## src/design/sfwd_pkg.sv

```systemverilog
`default_nettype none
package sfwd_pkg;

   localparam logic [7:0] SYNC_BYTE    = 8'hFF;
   localparam logic [7:0] LEN_OVERHEAD = 8'd3;
   localparam logic [7:0] WORD_BYTES   = 8'd2;
   localparam logic [7:0] IDENT_BYTE   = 8'h00;

   localparam int KIND_W  = 2;
   localparam int VALUE_W = 16;
   localparam int INDEX_W = 7;
   localparam int COUNT_W = 7;

   localparam logic [KIND_W-1:0] KIND_WORD     = 2'd0;
   localparam logic [KIND_W-1:0] KIND_ACCEPTED = 2'd1;
   localparam logic [KIND_W-1:0] KIND_REJECTED = 2'd2;

   typedef struct packed {
      logic [KIND_W-1:0]  result_kind;
      logic [VALUE_W-1:0] word_value;
      logic [INDEX_W-1:0] word_index;
      logic [COUNT_W-1:0] word_count;
   } result_type;

endpackage
`default_nettype wire

```

## src/design/sfwd_parser.sv

```systemverilog
`default_nettype none
module sfwd_parser
   import sfwd_pkg::*;
(
   input  wire logic       clock,
   input  wire logic       reset,
   input  wire logic       req_valid,
   output logic            req_stall,
   input  wire logic [7:0] req_rx_byte,
   input  wire logic       out_space,
   output logic            push,
   output result_type      push_result
);

   typedef enum logic [2:0] {
      PH_HUNT0 = 3'd0,
      PH_HUNT1 = 3'd1,
      PH_LEN   = 3'd2,
      PH_IDENT = 3'd3,
      PH_LOW   = 3'd4,
      PH_HIGH  = 3'd5
   } phase_type;

   logic               in_valid_ff;
   logic [7:0]         in_byte_ff;
   logic               advance;
   logic               load;

   phase_type          phase_ff, phase_in;
   logic [7:0]         remain_ff, remain_in;
   logic [7:0]         sum_ff, sum_in;
   logic [7:0]         low_ff, low_in;
   logic [COUNT_W-1:0] words_ff, words_in;
   logic               emit;
   result_type         res;
   logic [7:0]         sum_next;

   assign advance   = in_valid_ff && out_space;
   assign req_stall = in_valid_ff && !out_space;
   assign load      = req_valid && !req_stall;

   always_ff @(posedge clock) begin
      if (reset) begin
         in_valid_ff <= 1'b0;
      end else if (load) begin
         in_valid_ff <= 1'b1;
      end else if (advance) begin
         in_valid_ff <= 1'b0;
      end
      if (load) begin
         in_byte_ff <= req_rx_byte;
      end
   end

   assign sum_next = sum_ff + in_byte_ff;

   always_comb begin
      phase_in  = phase_ff;
      remain_in = remain_ff;
      sum_in    = sum_ff;
      low_in    = low_ff;
      words_in  = words_ff;
      emit      = 1'b0;
      res       = '0;
      case (phase_ff)
         PH_HUNT1: begin
            phase_in = (in_byte_ff == SYNC_BYTE) ? PH_LEN : PH_HUNT0;
         end
         PH_LEN: begin
            // odd lengths of 3 or more only
            if (in_byte_ff < LEN_OVERHEAD || !in_byte_ff[0]) begin
               phase_in = PH_HUNT0;
            end else begin
               remain_in = in_byte_ff - LEN_OVERHEAD;
               sum_in    = '0;
               words_in  = '0;
               phase_in  = PH_IDENT;
            end
         end
         PH_IDENT: begin
            phase_in = (in_byte_ff == IDENT_BYTE) ? PH_LOW : PH_HUNT0;
         end
         PH_LOW: begin
            if (remain_ff == '0) begin
               // checksum byte
               emit             = 1'b1;
               res.result_kind  = (sum_next == '0) ? KIND_ACCEPTED : KIND_REJECTED;
               res.word_count   = words_ff;
               sum_in           = '0;
               words_in         = '0;
               phase_in         = PH_HUNT0;
            end else begin
               sum_in   = sum_next;
               low_in   = in_byte_ff;
               phase_in = PH_HIGH;
            end
         end
         PH_HIGH: begin
            emit             = 1'b1;
            res.result_kind  = KIND_WORD;
            res.word_value   = {in_byte_ff, low_ff};
            res.word_index   = words_ff;
            sum_in           = sum_next;
            remain_in        = (remain_ff >= WORD_BYTES) ? remain_ff - WORD_BYTES : '0;
            words_in         = words_ff + 1'b1;
            phase_in         = PH_LOW;
         end
         default: begin
            phase_in = (in_byte_ff == SYNC_BYTE) ? PH_HUNT1 : PH_HUNT0;
         end
      endcase
   end

   always_ff @(posedge clock) begin
      if (reset) begin
         phase_ff  <= PH_HUNT0;
         remain_ff <= '0;
         sum_ff    <= '0;
         low_ff    <= '0;
         words_ff  <= '0;
      end else if (advance) begin
         phase_ff  <= phase_in;
         remain_ff <= remain_in;
         sum_ff    <= sum_in;
         low_ff    <= low_in;
         words_ff  <= words_in;
      end
   end

   assign push        = advance && emit;
   assign push_result = res;

   a_word_then_low: assert property (@(posedge clock) disable iff (reset)
      (push && push_result.result_kind == KIND_WORD) |=> (phase_ff == PH_LOW))
      else $error("word item not followed by low byte phase");

   a_frame_end_hunts: assert property (@(posedge clock) disable iff (reset)
      (push && push_result.result_kind != KIND_WORD) |=> (phase_ff == PH_HUNT0 && words_ff == '0))
      else $error("frame end did not restart the hunt");

endmodule
`default_nettype wire

```

## src/design/sfwd_out_fifo.sv

```systemverilog
`default_nettype none
module sfwd_out_fifo
   import sfwd_pkg::*;
(
   input  wire logic               clock,
   input  wire logic               reset,
   input  wire logic               push,
   input  wire result_type         push_result,
   output logic                    space,
   output logic                    rsp_valid,
   input  wire logic               rsp_stall,
   output logic [KIND_W-1:0]       rsp_result_kind,
   output logic [VALUE_W-1:0]      rsp_word_value,
   output logic [INDEX_W-1:0]      rsp_word_index,
   output logic [COUNT_W-1:0]      rsp_word_count
);

   result_type  store_ff [2];
   logic        wr_ptr_ff;
   logic        rd_ptr_ff;
   logic [1:0]  count_ff;
   logic        pop;
   result_type  head;

   assign space     = (count_ff != 2'd2);
   assign rsp_valid = (count_ff != 2'd0);
   assign pop       = rsp_valid && !rsp_stall;

   always_ff @(posedge clock) begin
      if (reset) begin
         wr_ptr_ff <= 1'b0;
         rd_ptr_ff <= 1'b0;
         count_ff  <= 2'd0;
      end else begin
         if (push) begin
            wr_ptr_ff <= !wr_ptr_ff;
         end
         if (pop) begin
            rd_ptr_ff <= !rd_ptr_ff;
         end
         case ({push, pop})
            2'b10:   count_ff <= count_ff + 2'd1;
            2'b01:   count_ff <= count_ff - 2'd1;
            default: count_ff <= count_ff;
         endcase
      end
      if (push) begin
         store_ff[wr_ptr_ff] <= push_result;
      end
   end

   assign head            = store_ff[rd_ptr_ff];
   assign rsp_result_kind = head.result_kind;
   assign rsp_word_value  = head.word_value;
   assign rsp_word_index  = head.word_index;
   assign rsp_word_count  = head.word_count;

   a_no_overfill: assert property (@(posedge clock) disable iff (reset)
      (count_ff == 2'd2) |-> !push)
      else $error("push into a full output buffer");

   a_count_bound: assert property (@(posedge clock) disable iff (reset)
      count_ff != 2'd3)
      else $error("output buffer count out of range");

endmodule
`default_nettype wire

```

## src/design/sync_frame_word_deframer.sv

```systemverilog
`default_nettype none
// Channel | Ports                                     | Direction
// req     | req_valid, req_stall, req_rx_byte         | byte in
// rsp     | rsp_valid, rsp_stall, rsp_result_kind,    | word / frame status out
//         | rsp_word_value, rsp_word_index,           |
//         | rsp_word_count                            |
//
// One byte is taken per clock while req_stall is low; the parse step sits between
// the input register and a two-entry output buffer, so each byte is registered before parsing.
// Synchronous active-high reset puts the parser into sync hunt, empties both stages.
// req_stall rises only while the input register holds a byte and the output
// buffer is full; rsp_stall never reaches req_stall combinationally.
module sync_frame_word_deframer
   import sfwd_pkg::*;
(
   input  wire logic               clock,
   input  wire logic               reset,
   input  wire logic               req_valid,
   output logic                    req_stall,
   input  wire logic [7:0]         req_rx_byte,
   output logic                    rsp_valid,
   input  wire logic               rsp_stall,
   output logic [KIND_W-1:0]       rsp_result_kind,
   output logic [VALUE_W-1:0]      rsp_word_value,
   output logic [INDEX_W-1:0]      rsp_word_index,
   output logic [COUNT_W-1:0]      rsp_word_count
);

   logic       out_space;
   logic       push;
   result_type push_result;

   sfwd_parser u_parser (
      .clock       (clock),
      .reset       (reset),
      .req_valid   (req_valid),
      .req_stall   (req_stall),
      .req_rx_byte (req_rx_byte),
      .out_space   (out_space),
      .push        (push),
      .push_result (push_result)
   );

   sfwd_out_fifo u_out (
      .clock           (clock),
      .reset           (reset),
      .push            (push),
      .push_result     (push_result),
      .space           (out_space),
      .rsp_valid       (rsp_valid),
      .rsp_stall       (rsp_stall),
      .rsp_result_kind (rsp_result_kind),
      .rsp_word_value  (rsp_word_value),
      .rsp_word_index  (rsp_word_index),
      .rsp_word_count  (rsp_word_count)
   );

endmodule
`default_nettype wire

```

## config.mk

```make
export PLATFORM = sky130hd
export DESIGN_NAME = sync_frame_word_deframer
export DESIGN_NICKNAME = d
export VERILOG_FILES = /design/src/design/sfwd_pkg.sv /design/src/design/sfwd_parser.sv /design/src/design/sfwd_out_fifo.sv /design/src/design/sync_frame_word_deframer.sv
export SDC_FILE = /design/constraint.sdc
export NUM_CORES = 1
export LEC_CHECK = 0
export ABC_CLOCK_PERIOD_IN_PS = 4150
export BUFFER_PORTS_ARGS = -buffer_cell sky130_fd_sc_hd__buf_2
export CAP_MARGIN = 20
export CORE_MARGIN = 1
export CORE_UTILIZATION = 59
export DETAILED_ROUTE_END_ITERATION = 8
export GPL_ROUTABILITY_DRIVEN = 1
export PLACE_DENSITY_LB_ADDON = 0.15
export REMOVE_ABC_BUFFERS = 1
export SLEW_MARGIN = 20
export SYNTH_ARGS = -nofsm -noshare
export SYNTH_HDL_FRONTEND = slang
export SYNTH_SLANG_ARGS = --single-unit
```

## constraint.sdc

```tcl
create_clock -name clock -period 4.15 [get_ports clock]
set_input_delay 0.6225 -clock clock [delete_from_list [all_inputs] [get_ports clock]]
set_output_delay 0.6225 -clock clock [all_outputs]
set_load 0.01 [all_outputs]
```

Word level (Yosys, flattened, before mapping)

Memories as Yosys holds them, arrays and structs flattened. A register that Yosys moved wholly into a read port is not among the register bits.
Index checks and enable logic that the tools add are counted.

Register bits: 47
Bits in latches: 0
RAM bits: 64
Bits in read-only memories: 0
Bits of input ports: 12
Output and inout port bits: 34
Word-level logic and storage cells: 85
Memories kept: 1

Memory list:

| name           | depth | bits a word | rd ports | clocked after Yosys merged registers in | wr ports | line                | text |
|---|---|---|---|---|---|---|---|
| u_out.store_ff | 2     | 32          | 1        | 1                                       | 1        | sfwd_out_fifo.sv:18 | `result_type store_ff [2];` |

$add $sub $neg: 6
$mul: 0
Divide/modulo/power cells: 0
$lt $le $gt $ge: 2
Equal/unequal tests: 11
Shift-type cells: 0
Multiplexer cells: 30
Bitwise operators: 1
Reduce and logical (&&, ||, !) cells: 24

Operators with widths:

| cell                | count |
|---|---|
| $mux 8              | 4 |
| $mux 7              | 4 |
| $logic_not 8->1     | 3 |
| $pmux 8 s3          | 1 |
| $mux 23             | 1 |
| $pmux 7 s3          | 1 |
| $pmux 8 s2          | 1 |
| $sub 8x2->8 const B | 2 |
| $pmux 3 s5          | 1 |
| $mux 2              | 5 |
| $reduce_and 3->1    | 3 |
| $add 8x8->8         | 1 |
| $eq 8x8->1 const B  | 1 |
| $ge 8x2->1 const B  | 1 |
| $lt 8x2->1 const B  | 1 |
| $mux 1              | 8 |
| $reduce_bool 2->1   | 4 |
| $add 7x1->7 const B | 1 |
| $eq 3x2->1 const B  | 2 |
| $eq 3x3->1 const B  | 2 |
| $logic_not 1->1     | 6 |
| $mux 3              | 2 |
| $logic_and 1x1->1   | 5 |
| $ne 2x2->1 const B  | 2 |
| 12 further kinds    | 12 |

Depth between registers and ports, before layout

Word-level depth: 6
Gate-level depth with buffers: 9

By module

Synthesis repeated with hierarchy kept, for this count alone.

Cells, all modules: 443
Area total of the unflattened synthesis: 5233.8 um^2

By module, submodules not included:

| module        | times used | cells each | area each (um^2) | seq. area each (um^2) |
|---|---|---|---|---|
| sfwd_parser   | 1          | 318        | 2710.1           | 940.9 |
| sfwd_out_fifo | 1          | 125        | 2523.7           | 2021.9 |

Least setup slack after synthesis

Ideal clock, no wire load.

Path kind: reg-to-reg
Start point: register u_parser.remain_ff[1]
End point: memory u_out.store_ff[0][0] in the netlist's numbering, enable pin
Library setup time: 0.421 ns
Arrival time: 2.897 ns
Slack: 0.832 ns
Stages on the path, launching flop included: 7
Clock period less this slack: 3.318 ns
Path through: dfxtp_1 > or4_4 > buf_6 > nor3_1 > buf_2 > o211ai_2 > nor2_1

Longest elaborated chain between the ends: 6

RTL lines:

| what                         | line                | text |
|---|---|---|
| from (decl)                  | sfwd_parser.sv:30   | `logic [7:0] remain_ff, remain_in;` |
| from (signal assigned)       | sfwd_parser.sv:123  | `remain_ff <= remain_in;` |
| $logic_not 8->1              | sfwd_parser.sv:84   | `if (remain_ff == '0) begin` |
| $mux 1                       | sfwd_parser.sv:84   |  |
| $pmux 1 s2                   | sfwd_parser.sv:65   | `case (phase_ff)` |
| $logic_and 1x1->1            | sfwd_parser.sv:130  | `assign push = advance && emit;` |
| $mux 1                       | sfwd_out_fifo.sv:47 | `if (push) begin` |
| $mux 1 (implied by the code) | sfwd_out_fifo.sv:48 | `store_ff[wr_ptr_ff] <= push_result;` |
| to (decl)                    | sfwd_out_fifo.sv:18 |  |

Every way passes these cells.

Final worst setup path

Start point: register u_parser.remain_ff[1]
End point: memory u_out.store_ff[0][26] in the netlist's numbering, enable pin

Same word-level chain as after synthesis.

==> results.sh <==
export IMPL_antenna_found_initial=0
export IMPL_required_ns=4.20
export IMPL_holdCritStartpoint="req_rx_byte[1]"
export IMPL_netlist_area_leader_share=0.415
export IMPL_hp_class="in2reg"
export IMPL_grt_use_total=0.240
export IMPL_outcome="completed"
export IMPL_clk_path_buf_depth=2
export IMPL_die_y_um=96.0
export IMPL_ios=46
export IMPL_drtAntennaViolNets=0
export IMPL_skew_ns=0.0138
export IMPL_p_leak_nw=2.01
export IMPL_area_delta_synth_final_pct=9.53
export IMPL_fin_crit_ns=2.78
export IMPL_row_count=33
export IMPL_finalSetupTns_ns=0
export IMPL_vias=3506
export IMPL_powerDensity_nw_per_um2=344
export IMPL_synth_top_area_cell="edfxtp_1"
export IMPL_final_setup_viol_count=0
export IMPL_hpwl_mm=6.82
export IMPL_finalCritPeriodShare=0.670
export IMPL_grt_pass1_vias=3411
export IMPL_cts_buffers=9
export IMPL_core_area_um2=8380
export IMPL_hold_path_end="u_parser.in_byte_ff[1]"
export IMPL_die_x_um=96.0
export IMPL_seq_area_frac_synth=0.569
export IMPL_clkTransAtPathRegs_ns=0.11
export IMPL_tightest_slew_ns=0.873
export IMPL_path_max_fanout=23
export IMPL_whs_path_depth=1
export IMPL_cp_top_family="simple AND/OR/NAND/NOR gates"
export IMPL_grt_max_degree=42
export IMPL_cp_end_kind="flop"
export IMPL_cts_tree="done"
export IMPL_vias_per_cell=5.93
export IMPL_r2r_setup_slack_ns=1.37
export IMPL_r2r_end="u_out.store_ff[0][26]"
export IMPL_criticalPathCategory="reg2reg"
export IMPL_port_buffers=45
export IMPL_fmax_ghz=0.359
export IMPL_syn_inst=445
export IMPL_maxSlewViolCount=0
export IMPL_mostFrequentLayoutCells="edfxtp_1, buf_2, nor2_1"
export IMPL_cts_htree_levels=3
export IMPL_drc=0
export IMPL_dr_pass1_iters=5
export IMPL_arrival_ns=2.84
export IMPL_cap_violations=0
export IMPL_start_util=0.622
export IMPL_synthFlopType="edfxtp_1"
export IMPL_reg2reg_from="u_parser.remain_ff[1]"
export IMPL_synth_area_per_cell_um2=11.7
export IMPL_layout_commonest_cell="edfxtp_1"
export IMPL_relSlewSlack=0.415
export IMPL_wl_per_cell_um=17.1
export IMPL_ys_types=56
export IMPL_clk_latency_ns=0.38
export IMPL_fin_nets=506
export IMPL_clockRootBuffer="clkbuf_8"
export IMPL_cts_hold_buf=0
export IMPL_max_stage_delay_ns=0.61
export IMPL_crit_path_start_kind="flop"
export IMPL_finalPower_w=0.00196
export IMPL_slowest_stage="or4_4"
export IMPL_async_reset_ff_frac=0
export IMPL_grt_pass1_wl_mm=16.4
export IMPL_path_buf_inv=2
export IMPL_synth_area_top_cells="edfxtp_1, dfxtp_1, mux2_2"
export IMPL_gp_congestion=0.871
export IMPL_crit_top_cell="buf_4"
export IMPL_post_cts_setup_buffer_count=0
export IMPL_worst_r2r_cell_count=6
export IMPL_vdd_drop_max_uv=158
export IMPL_syn_cell_area_um2=5210
export IMPL_drive_gt1_frac=0.237
export IMPL_crit_chain="or4_4, nor3_1, buf_4, o211ai_2, nor2_2, buf_4"
export IMPL_overflow=0
export IMPL_hold_viol=0
export IMPL_antennaDiodeCount=0
export IMPL_first_iter_violations=165
export IMPL_rsz0062_at_grt="false"
export IMPL_yosysWarnings=0
export IMPL_cts_resized=0
export IMPL_synth_edf_count=72
export IMPL_ys_ff_latch=112
export IMPL_dieArea_um2=9210
export IMPL_finalWirelength_mm=10.1
export IMPL_clock_sinks=112
## final cells by class
| cell class | instances | area [µm²] |
|---|---|---|
| clock buffers | 10 | 128 |
| clock inverters | 6 | 62.6 |
| fillers | 629 | 2680 |
| inverters | 11 | 41.3 |
| multi-input cells | 297 | 2110 |
| flip-flops and latches | 112 | 2960 |
| well taps | 105 | 131 |
| repair buffers | 50 | 275 |
## how the worst max path moves through the flow
stage | from | endpoint | slack (ns) | cells past startpoint
after floorplan | u_parser.remain_ff[1] | u_out.store_ff[0][0] | 0.66 | 4
after global placement | u_parser.remain_ff[1] | u_out.store_ff[0][7] | 1.48 | 6
after detailed placement | u_parser.remain_ff[1] | u_out.store_ff[0][23] | 1.36 | 6
after CTS | u_parser.remain_ff[1] | u_out.store_ff[0][26] | 1.33 | 6
after global routing | u_parser.remain_ff[1] | u_out.store_ff[0][3] | 1.20 | 6
final | u_parser.remain_ff[1] | u_out.store_ff[0][26] | 1.37 | 6
## cell families (layout without fill, tap and decap cells)
family          Yosys count  count (layout)  share of synthesized area
xor+xnor                 15              15                     0.0252
mux                      43              43                     0.0903
compound gates           76              76                      0.104
simple gates            150             150                      0.151
buf+inv                  36              77                     0.0281
flops                   112             112                      0.569
fa+ha+maj                13              13                     0.0327
## power by group
part           total [W]  switching [W]  internal (W)
combinational   0.000131      0.0000754     0.0000553
sequential       0.00121      0.0000218       0.00119
clock           0.000619       0.000384      0.000235
total            0.00196       0.000481       0.00148
## state kept, by name, indices dropped and copies added, names as in the netlist, named ones only
signal                flops
u_out.count_ff            2
u_out.rd_ptr_ff           1
u_out.store_ff           64
u_out.wr_ptr_ff           1
u_parser.in_byte_ff       8
u_parser.in_valid_ff      1
u_parser.low_ff           8
u_parser.phase_ff         3
u_parser.remain_ff        8
u_parser.sum_ff           8
u_parser.words_ff         7
## layer usage
metal / share of wire / GRT usage / wire, µm
met3: 0.045 / 0.0498 / 451
met5: 0 / 0 / 0
met1: 0.45 / 0.316 / 4500
met2: 0.49 / 0.388 / 4930
met4: 0.021 / 0.101 / 209
## through the flow
step | area, µm² | utilization | hold slack (ns) | setup WS, ns | std cells
2_1_floorplan | 5100 | - | 0.422 | 0.657 | 420
3_3_place_gp | 5520 | 0.658 | 0.442 | 1.48 | 575
3_5_place_dp | 5520 | 0.658 | 0.446 | 1.36 | 575
4_1_cts | 5710 | 0.681 | 0.405 | 1.33 | 591
5_1_grt | 5710 | 0.681 | 0.399 | 1.20 | 591
6_report | 5710 | 0.681 | 0.421 | 1.37 | 591
## worst reg2reg max path: cells and delay by family, from the launching register on
family,cells,cell delay [ns]
AO/OA/AOI/OAI,1,0.16
buffers and inverters,2,0.63
flip-flops,1,0.37
AND/OR/NAND/NOR,3,1.30
## synth_stat cells (10+ instances only)
cell type	number
nand2_1	14
o21ai_0	14
dfxtp_1	40
nor2_1	46
ha_1	12
edfxtp_1	72
nand3_1	13
and3_1	10
mux2i_1	11
clkbuf_1	18
inv_1	11
mux2_2	32
a21oi_1	21
and2_1	24
nor3_1	14
Power figures use the tool's default switching activity.
